==> src/hw/rtl/buddy_block_allocator_assert.svh <==
// ----------------------------------------------------------------------------
// Buddy block allocator assertion macros
// Shared assertion wrappers clocked on clock; BBA_ASSERT is gated by reset.
// ----------------------------------------------------------------------------
`ifndef BUDDY_BLOCK_ALLOCATOR_ASSERT_SVH
`define BUDDY_BLOCK_ALLOCATOR_ASSERT_SVH

// Assertion that is checked only while reset is low.
`define BBA_ASSERT(label, prop, msg) \
   label: assert property (@(posedge clock) disable iff (reset) prop) else $error(msg);

// Assertion that is checked on every clock edge, reset included.
`define BBA_ASSERT_ALWAYS(label, prop, msg) \
   label: assert property (@(posedge clock) prop) else $error(msg);

`endif

==> src/hw/rtl/bba_pkg.sv <==
// ----------------------------------------------------------------------------
// Buddy block allocator package
// Widths, controller states and the command bundle shared by all modules.
// ----------------------------------------------------------------------------
package bba_pkg;

   // Largest pool order and the number of per-order free slots.
   localparam int MAX_ORDER  = 12;
   localparam int NUM_SLOTS  = MAX_ORDER + 1;
   localparam int SLOT_IDX_W = $clog2(NUM_SLOTS);

   // Field widths.
   localparam int SIZE_W  = 16;
   localparam int ADDR_W  = 12;
   localparam int ORDER_W = 4;
   localparam int WANT_W  = $clog2(SIZE_W + 1);

   // Controller states.
   typedef enum logic [1:0] {
      ST_IDLE,
      ST_SEARCH,
      ST_RESPOND
   } bba_state_type;

   // Commands from the controller to the datapath.
   typedef struct packed {
      logic capture;   // register the order of the request word
      logic allocate;  // search, split and load the response register
   } bba_cmd_type;

endpackage

==> src/hw/rtl/bba_ctrl.sv <==
// ----------------------------------------------------------------------------
// Buddy block allocator controller
// Sequences capture, allocation and response handshakes.
// ----------------------------------------------------------------------------
`include "buddy_block_allocator_assert.svh"

module bba_ctrl
   import bba_pkg::*;
(
   input  logic        clock,
   input  logic        reset,
   input  logic        req_valid,
   output logic        req_ready,
   output logic        rsp_valid,
   input  logic        rsp_ready,
   output bba_cmd_type cmd
);

   bba_state_type state_ff;
   bba_state_type state_in;

   // State register.
   always_ff @(posedge clock) begin
      if (reset) begin
         state_ff <= ST_IDLE;
      end else begin
         state_ff <= state_in;
      end
   end

   // Next state and handshake outputs. A new word is taken in the same cycle
   // that the pending response is taken.
   always_comb begin
      state_in     = state_ff;
      req_ready    = 1'b0;
      rsp_valid    = 1'b0;
      cmd.capture  = 1'b0;
      cmd.allocate = 1'b0;
      case (state_ff)
         ST_IDLE: begin
            req_ready = 1'b1;
            if (req_valid) begin
               cmd.capture = 1'b1;
               state_in    = ST_SEARCH;
            end
         end
         ST_SEARCH: begin
            cmd.allocate = 1'b1;
            state_in     = ST_RESPOND;
         end
         ST_RESPOND: begin
            rsp_valid = 1'b1;
            req_ready = rsp_ready;
            if (rsp_ready) begin
               if (req_valid) begin
                  cmd.capture = 1'b1;
                  state_in    = ST_SEARCH;
               end else begin
                  state_in = ST_IDLE;
               end
            end
         end
         default: begin
            state_in = ST_IDLE;
         end
      endcase
   end

   // An accepted word always moves on to allocation in the next cycle.
   `BBA_ASSERT(a_accept_to_search, (req_valid && req_ready) |=> (state_ff == ST_SEARCH), "accepted word did not reach allocation")
   // Allocation is always followed by an offered response.
   `BBA_ASSERT(a_search_to_rsp, (state_ff == ST_SEARCH) |=> rsp_valid, "allocation did not produce a response")
   // Capture and allocation never overlap.
   `BBA_ASSERT_ALWAYS(a_cmd_exclusive, !(cmd.capture && cmd.allocate), "capture and allocate issued together")

endmodule

==> src/hw/rtl/bba_datapath.sv <==
// ----------------------------------------------------------------------------
// Buddy block allocator datapath
// Pool order register, per-order free slots, order search and block split.
// ----------------------------------------------------------------------------
`include "buddy_block_allocator_assert.svh"

module bba_datapath
   import bba_pkg::*;
(
   input  logic                clock,
   input  logic                reset,
   input  bba_cmd_type         cmd,
   input  logic [SIZE_W-1:0]   req_request_size,
   input  logic                csr_wr_en,
   input  logic [ORDER_W-1:0]  csr_wr_data,
   output logic                rsp_granted,
   output logic [ADDR_W-1:0]   rsp_block_address
);

   logic [ORDER_W-1:0]   mem_order_ff;
   logic [NUM_SLOTS-1:0] free_valid_ff;
   logic [NUM_SLOTS-1:0] free_valid_in;
   logic [ADDR_W-1:0]    free_address_ff [NUM_SLOTS];
   logic [ADDR_W-1:0]    free_address_in [NUM_SLOTS];
   logic [WANT_W-1:0]    want_ff;
   logic [WANT_W-1:0]    want_in;
   logic                 rsp_granted_ff;
   logic [ADDR_W-1:0]    rsp_block_address_ff;
   logic [ORDER_W-1:0]   new_order;
   logic [SIZE_W-1:0]    size_m1;
   logic [NUM_SLOTS-1:0] candidates;
   logic                 alloc_found;
   logic [SLOT_IDX_W-1:0] alloc_slot;
   logic [ADDR_W-1:0]    alloc_base;

   // Saturate the written pool order to the largest supported order.
   assign new_order = (csr_wr_data > ORDER_W'(MAX_ORDER)) ? ORDER_W'(MAX_ORDER) : csr_wr_data;

   // Order of the request: bit length of size minus one, zero for sizes 0 and 1.
   assign size_m1 = req_request_size - SIZE_W'(1);
   always_comb begin
      want_in = '0;
      if (req_request_size > SIZE_W'(1)) begin
         for (int b = 0; b < SIZE_W; b++) begin
            if (size_m1[b]) begin
               want_in = WANT_W'(b + 1);
            end
         end
      end
   end

   // Smallest order at or above the request that holds a free block.
   always_comb begin
      for (int k = 0; k < NUM_SLOTS; k++) begin
         candidates[k] = free_valid_ff[k] && (WANT_W'(k) >= want_ff);
      end
      alloc_slot = '0;
      for (int k = NUM_SLOTS - 1; k >= 0; k--) begin
         if (candidates[k]) begin
            alloc_slot = SLOT_IDX_W'(k);
         end
      end
      alloc_found = (|candidates) && (want_ff <= WANT_W'(mem_order_ff));
   end

   assign alloc_base = free_address_ff[alloc_slot];

   // Slot update: take the found block and free the upper half at each order
   // between the request order and the found order.
   always_comb begin
      free_valid_in = free_valid_ff;
      for (int k = 0; k < NUM_SLOTS; k++) begin
         free_address_in[k] = free_address_ff[k];
         if (alloc_found) begin
            if (SLOT_IDX_W'(k) == alloc_slot) begin
               free_valid_in[k]   = 1'b0;
               free_address_in[k] = '0;
            end else if ((WANT_W'(k) >= want_ff) && (SLOT_IDX_W'(k) < alloc_slot)) begin
               free_valid_in[k]   = 1'b1;
               free_address_in[k] = alloc_base + (ADDR_W'(1) << k);
            end
         end
      end
   end

   // Pool state. Reset and a pool order write both leave one free block at 0.
   always_ff @(posedge clock) begin
      if (reset) begin
         mem_order_ff  <= ORDER_W'(MAX_ORDER);
         free_valid_ff <= NUM_SLOTS'(1) << MAX_ORDER;
         for (int k = 0; k < NUM_SLOTS; k++) begin
            free_address_ff[k] <= '0;
         end
      end else if (csr_wr_en) begin
         mem_order_ff  <= new_order;
         free_valid_ff <= NUM_SLOTS'(1) << new_order;
         for (int k = 0; k < NUM_SLOTS; k++) begin
            free_address_ff[k] <= '0;
         end
      end else if (cmd.allocate) begin
         free_valid_ff <= free_valid_in;
         for (int k = 0; k < NUM_SLOTS; k++) begin
            free_address_ff[k] <= free_address_in[k];
         end
      end
   end

   // Request order register.
   always_ff @(posedge clock) begin
      if (cmd.capture) begin
         want_ff <= want_in;
      end
   end

   // Response register, loaded once per allocation.
   always_ff @(posedge clock) begin
      if (cmd.allocate) begin
         rsp_granted_ff       <= alloc_found;
         rsp_block_address_ff <= alloc_found ? alloc_base : '0;
      end
   end

   assign rsp_granted       = rsp_granted_ff;
   assign rsp_block_address = rsp_block_address_ff;

   // No free block ever sits above the pool order.
   `BBA_ASSERT(a_no_slot_above_pool, (((free_valid_ff >> mem_order_ff) >> 1) == '0), "free block above pool order")
   // A refused allocation leaves the free slots untouched.
   `BBA_ASSERT(a_refuse_keeps_state, (cmd.allocate && !alloc_found && !csr_wr_en) |=> $stable(free_valid_ff), "refused request changed free slots")
   // A successful allocation is reported as granted.
   `BBA_ASSERT(a_found_is_granted, (cmd.allocate && alloc_found) |=> rsp_granted_ff, "found block not granted")

endmodule

==> src/hw/rtl/buddy_block_allocator.sv <==
// ----------------------------------------------------------------------------
// Buddy block allocator
// Allocate-only buddy allocator with one free slot per order.
// ----------------------------------------------------------------------------
//
//   Channel   Direction  Word
//   req_      in         request_size
//   rsp_      out        granted, block_address
//   csr_      in         mem_order write, no read-back
//
// Each word is captured first, which registers the order of its size, then
// goes through the priority search over the free slots and the split. A new
// word is taken in the cycle its predecessor's response is taken, not before.
// A stalled response holds off new words.
// Reset and any pool order write leave a single free block at address 0.
// ----------------------------------------------------------------------------
module buddy_block_allocator
   import bba_pkg::*;
(
   input  logic               clock,
   input  logic               reset,
   input  logic               req_valid,
   output logic               req_ready,
   input  logic [SIZE_W-1:0]  req_request_size,
   output logic               rsp_valid,
   input  logic               rsp_ready,
   output logic               rsp_granted,
   output logic [ADDR_W-1:0]  rsp_block_address,
   input  logic               csr_wr_en,
   input  logic [ORDER_W-1:0] csr_wr_data
);

   bba_cmd_type cmd;

   // Controller.
   bba_ctrl u_ctrl (
      .clock     (clock),
      .reset     (reset),
      .req_valid (req_valid),
      .req_ready (req_ready),
      .rsp_valid (rsp_valid),
      .rsp_ready (rsp_ready),
      .cmd       (cmd)
   );

   // Datapath.
   bba_datapath u_datapath (
      .clock             (clock),
      .reset             (reset),
      .cmd               (cmd),
      .req_request_size  (req_request_size),
      .csr_wr_en         (csr_wr_en),
      .csr_wr_data       (csr_wr_data),
      .rsp_granted       (rsp_granted),
      .rsp_block_address (rsp_block_address)
   );

endmodule
==> config.mk <==
export PLATFORM = sky130hd
export DESIGN_NAME = buddy_block_allocator
export DESIGN_NICKNAME = d
export VERILOG_FILES = /design/src/hw/rtl/bba_pkg.sv /design/src/hw/rtl/bba_ctrl.sv /design/src/hw/rtl/bba_datapath.sv /design/src/hw/rtl/buddy_block_allocator.sv
export VERILOG_INCLUDE_DIRS = /design/src /design/src/hw/rtl
export SDC_FILE = /design/constraint.sdc
export NUM_CORES = 1
export LEC_CHECK = 0
export ABC_CLOCK_PERIOD_IN_PS = 3900
export BUFFER_PORTS_ARGS = -buffer_cell sky130_fd_sc_hd__buf_4
export CAP_MARGIN = 20
export CELL_PAD_IN_SITES_DETAIL_PLACEMENT = 0
export CELL_PAD_IN_SITES_GLOBAL_PLACEMENT = 1
export CORE_MARGIN = 3
export CORE_UTILIZATION = 35
export CTS_CLUSTER_SIZE = 30
export DETAILED_ROUTE_END_ITERATION = 12
export PLACE_DENSITY_LB_ADDON = 0.2
export SLEW_MARGIN = 0
export SYNTH_ARGS = -nofsm -noshare
export SYNTH_HDL_FRONTEND = slang
export SYNTH_SLANG_ARGS = --single-unit
==> constraint.sdc <==
create_clock -name clock -period 3.9 [get_ports clock]
set_clock_uncertainty 0.15 [all_clocks]
set_input_delay 0.195 -clock clock [delete_from_list [all_inputs] [get_ports clock]]
set_output_delay 0.195 -clock clock [all_outputs]
set_load 0.005 [all_outputs]
Yosys cells after proc, flatten, opt, wreduce, memory -nomap -nowiden
Memories as Yosys holds them, arrays and structs flattened.
Index checks and enable logic that the tools add are counted.

word-level totals
  register bits = 37
  bits in writable memories = 156
  input bits = 25
  output and inout port bits = 15
  logic and storage cells = 360
  memories kept = 1

memories
  name                        depth  width  rd ports  clocked after memory_dff  write ports  RTL line            RTL
  u_datapath.free_address_ff  13     12     1         0                         13           bba_datapath.sv:23  logic [ADDR_W-1:0] free_address_ff [NUM_SLOTS];

cells by class
  add/subtract/negate cells = 13
  magnitude comparators = 29
  equality and inequality tests = 42
  shift-type cells = 1
  mux-type cells = 155
  bitwise gates (word level) = 27
  reduce and logical (&&, ||, !) cells = 73

operators with widths
  cell                                                                                count
  12-bit 2-to-1 mux                                                                   65
  4-bit 2-to-1 mux                                                                    22
  3-bit AND reduction                                                                 26
  1-bit 2-to-1 mux                                                                    54
  3-bit != test, second input constant                                                13
  3-bit nonzero test                                                                  13
  1-bit logical AND                                                                   27
  13-bit 2-to-1 mux                                                                   2
  1-bit bitwise OR                                                                    26
  4-bit by 5-bit greater-or-equal comparator with 1-bit output, first input constant  5
  4-bit equality test, first input constant                                           5
  3-bit by 5-bit greater-or-equal comparator with 1-bit output, first input constant  4
  4-bit less-than comparator, first input constant                                    5
  3-bit by 4-bit equality test with 1-bit output, first input constant                4
  16-bit by 1-bit > comparator with 1-bit output, second input constant               1
  3-bit by 4-bit less-than comparator with 1-bit output, first input constant         4
  16-bit by 1-bit subtractor with 16-bit output, second input constant                1
  1-bit != test, second input constant                                                13
  13-bit OR reduction                                                                 1
  1-bit by 4-bit left shift with 13-bit output, first input constant                  1
  12-bit by 1-bit adder with 12-bit output, second input constant                     1
  12-bit by 10-bit adder with 12-bit output, second input constant                    1
  12-bit by 11-bit adder with 12-bit output, second input constant                    1
  12-bit adder, second input constant                                                 1
  other kinds (30)                                                                    44

Depth between registers and ports, before layout
  depth after elaboration = 22
  depth in mapped cells = 20
  depth with buffers taken out = 14

By module
A second synthesis with hierarchy kept.

second synthesis, totals
  cells, all modules = 1101
  area, all modules = 10806.6 sq um

by module, submodules not included
  module        instances  cells an instance  area an instance (sq um)  sequential area each (sq um)
  bba_datapath  1          1089               10694.0                   5445.2
  bba_ctrl      1          12                 112.6                     40.0

Worst setup path after synthesis
OpenSTA, ideal clock, no wires.

  path kind = register -> register
  start point = register u_datapath.want_ff[1]
  end point = memory u_datapath.free_address_ff[0][11]
  setup time = 0.117 ns
  arrival time = 3.937 ns
  data required time = 3.633 ns
  slack = -0.304 ns
  stages on the path, launching flop included = 20
  path buffers = 5
  clock period less this slack = 4.204 ns
  path through = edfxtp_1 buf_2 o31ai_1 o2111ai_1 o2111a_1 buf_4 o21ai_4 buf_6 mux2i_1 o22ai_1 nor4_4 buf_2 inv_1 ha_1 clkbuf_1 nand3_1 nor2_1 o31ai_1 xor2_1 a22o_1

RTL lines
  what                    RTL line             RTL
  start, declared         bba_datapath.sv:25   logic [WANT_W-1:0] want_ff;
  start signal, assigned  bba_datapath.sv:111  want_ff <= want_in;
  end, declared           bba_datapath.sv:23

==> impl_metrics.py <==
metrics = {
    "sta": {
        "setup_viol": 2,
        "worstMarginPinSlew_ps": 620,
        "hold_violations": 0,
        "whs_ps": 43.4,
        "fin_ws_ps": -35.1,
        "tns_ps": -66.1,
        "rsz0062_at_grt": "yes",
        "min_period_ps": 3940,
        "final_max_slew_viol_count": 0,
        "period_share_pct": 101,
        "fmax_ghz": 0.254,
        "max_slew_margin_pct": 58.5,
    },
    "detailed_routing": {
        "drc": 0,
        "antenna_left": 0,
        "dr.pass1.iters": 5,
        "wl_mm": 37.5,
        "wl_per_cell_um": 21.9,
        "routed_via_density": 5.51,
        "vias": 9418,
        "initialDrtViolationCount": 829,
    },
    "critical_path": {
        "critPathArrivalTime_ps": 3990,
        "crit_path_end_kind": "flop",
        "crit_path_start_kind": "flop",
        "worst_path_max_delay_cell": "edfxtp_1",
        "critPathMaxFanout": 5,
        "cp.required_ps": 3960,
        "max_stage_delay_ps": 480,
        "worst-path-buf-inv": 7,
        "path_delay_family": "compound AO/OA/AOI/OAI gates",
        "critPathKind": "reg2reg",
        "crit_chain": "buf_6 > inv_1 > a32o_2 > o2111a_2 > o21ai_4 > buf_6 > buf_6 > mux2i_2 > o22ai_1 > buf_4 > nor4_4 > inv_2 > ha_4 > buf_12 > nand4_1 > o21a_1 > nor3_1",
        "cp_common_cell": "buf_6",
    },
    "synthesis": {
        "ys_types": 80,
        "ys_seq_area_share_pct": 50.6,
        "synthFlopType": "edfxtp_1",
        "ys_top_cells_by_area": "edfxtp_1, nor2_1, dfxtp_1",
        "async_flop_share_pct": 0,
        "yosysTopAreaCell": "edfxtp_1",
        "yosysWarnings": 0,
        "synth.cell_area_um2": 10800,
        "synth_edf_count": 162,
        "synth_cells": 1068,
        "ys_ff_latch": 193,
        "syn_area_per_cell_um2": 10.1,
        "synth_top_cell_area_share_pct": 44.9,
    },
    "floorplanning": {
        "die_h_um": 182,
        "start_util_pct": 36.1,
        "io_pins": 40,
        "die-width_um": 182,
        "rows": 63,
        "die-area_um2": 33100,
        "core-area_um2": 30000,
    },
    "clock_network": {
        "path_clk_slew_ps": 90,
        "cts-root-buf": "clkbuf_16",
        "clk_latency_ps": 450,
        "cts_max_path_buffers": 2,
        "numCtsBuffers": 17,
        "clock_sinks": 193,
        "cts_max_level": 4,
        "cts_tree": "done",
    },
    "final_layout": {
        "final_cell_mix": "buf_4, nor2_1, edfxtp_1, nand2_1, a21oi_1",
        "finalNonFillerCells": 1710,
        "final_common_cell": "buf_4",
        "nNetsFinal": 1350,
        "fin_area_um2": 14800,
        "final_util_pct": 49.1,
        "diodes": 0,
        "drive_above_1_share_pct": 33.6,
        "area_growth_syn_to_layout_pct": 36.2,
    },
    "power_and_ir_drop": {
        "ir_worst_vdd_uv": 187,
        "p_leak_nw": 5.82,
        "p_per_area_nw_per_um2": 355,
    },
    "placement": {
        "gp_congestion": 0.862,
        "dp_cells": 1629,
        "io_buffers": 39,
        "hpwl_mm": 26.7,
        "place_area_um2": 13000,
    },
    "global_route": {
        "grt_usage_pct": 22.5,
        "grt_pass1_wl_mm": 56.4,
        "grt_pass1_vias": 8949,
        "grt_overflow_total": 0,
        "grt_max_degree": 29,
        "antenna_found_initial": 0,
    },
    "worst_hold_path": {
        "min_path_type": "in2reg",
    },
    "job": {
        "drv_cap": 0,
    },
    "run_status": {
        "violations": "negative setup slack",
        "outcome": "finished with violations",
    },
}
## state kept, by name, summed over array words and instances, names as in the netlist
signal / count
u_datapath.free_valid_ff: 13
u_datapath.rsp_granted: 1
u_datapath.free_address_ff: 156
u_ctrl.state_ff: 2
u_datapath.want_ff: 5
u_datapath.mem_order_ff: 4
u_datapath.rsp_block_address: 12
## final timing paths
kind                                                 from                                         endpoint  slack [ps]  cells after the start
setup / recovery      u_datapath.want_ff[4]$_SDFFCE_PP0P_  u_datapath.free_address_ff[2][11]$_SDFFCE_PP0P_         -40                     17
setup reg to reg      u_datapath.want_ff[4]$_SDFFCE_PP0P_  u_datapath.free_address_ff[2][11]$_SDFFCE_PP0P_         -40                     17
hold reg to reg   u_datapath.mem_order_ff[1]$_SDFFE_PP0P_          u_datapath.mem_order_ff[1]$_SDFFE_PP0P_         320                      2
hold / removal                                  csr_wr_en          u_datapath.mem_order_ff[3]$_SDFFE_PP1P_          40                      2
## area by class of cell
class / count / area (um^2)
Clock buffer: 17 / 425
Clock inverter: 15 / 215
Fill cell: 2762 / 15300
Inverter: 43 / 164
Multi-Input combinational cell: 770 / 5570
Sequential cell: 193 / 5490
Tap cell: 390 / 488
Timing Repair Buffer: 282 / 2410
## where the power goes
group	internal, mW	switching, mW
clock network	0.958	1.00
registers	2.32	0.0391
logic	0.394	0.533
## synthesized netlist by cell type, drive strengths merged (11+ instances only)
cell type  number
o21a           16
a21oi          52
clkbuf         34
dfxtp          31
o22ai          13
nand3          32
edfxtp        162
inv            43
nor4           12
o21ai          37
mux2i          47
nand2          83
xor2           17
nor3           42
o31ai          11
xnor2          23
and3           12
buf            39
nor2          167
ha             18
## metrics by stage
stage / setup slack [ps] / total power [mW]
CTS: -45.3 / 5.16
floorplan: -9.58 / 2.81
global route: -131 / 5.42
finish: -35.1 / 5.24
detailed placement: -451 / 3.19
global placement: -400 / 3.19
## cell families after synthesis
logic type / after synthesis / share of synthesized area (%)
AOI/OAI and AO/OA: 236 / 15.8
xor gates and xnor gates: 40 / 3.23
adders and majority gates: 18 / 2.08
buffers and inverters: 116 / 4.83
DFF: 193 / 50.6
muxes: 50 / 4.65
other: 1 / 0.0346
and+or+nand+nor: 414 / 18.7
## layer usage
layer  up-vias  track usage (%)  routed length (um)
li1       4408                -                   -
met1      4733             34.2               18400
met2       253             34.2               16900
met5         -                0                   0
met4         0             4.84                 340
met3        24             2.78                1940
## repair_timing
item / CTS / global route
pin swaps: 8 / 41
gates resized for setup: 19 / 142
cloned: 0 / 2
endpoints found under the setup margin: 49 / 52
hold buffers: 11 / 0
endpoints found under the hold margin: 18 / 0
setup buffers: 7 / 30
Power figures use the tool's default switching activity.
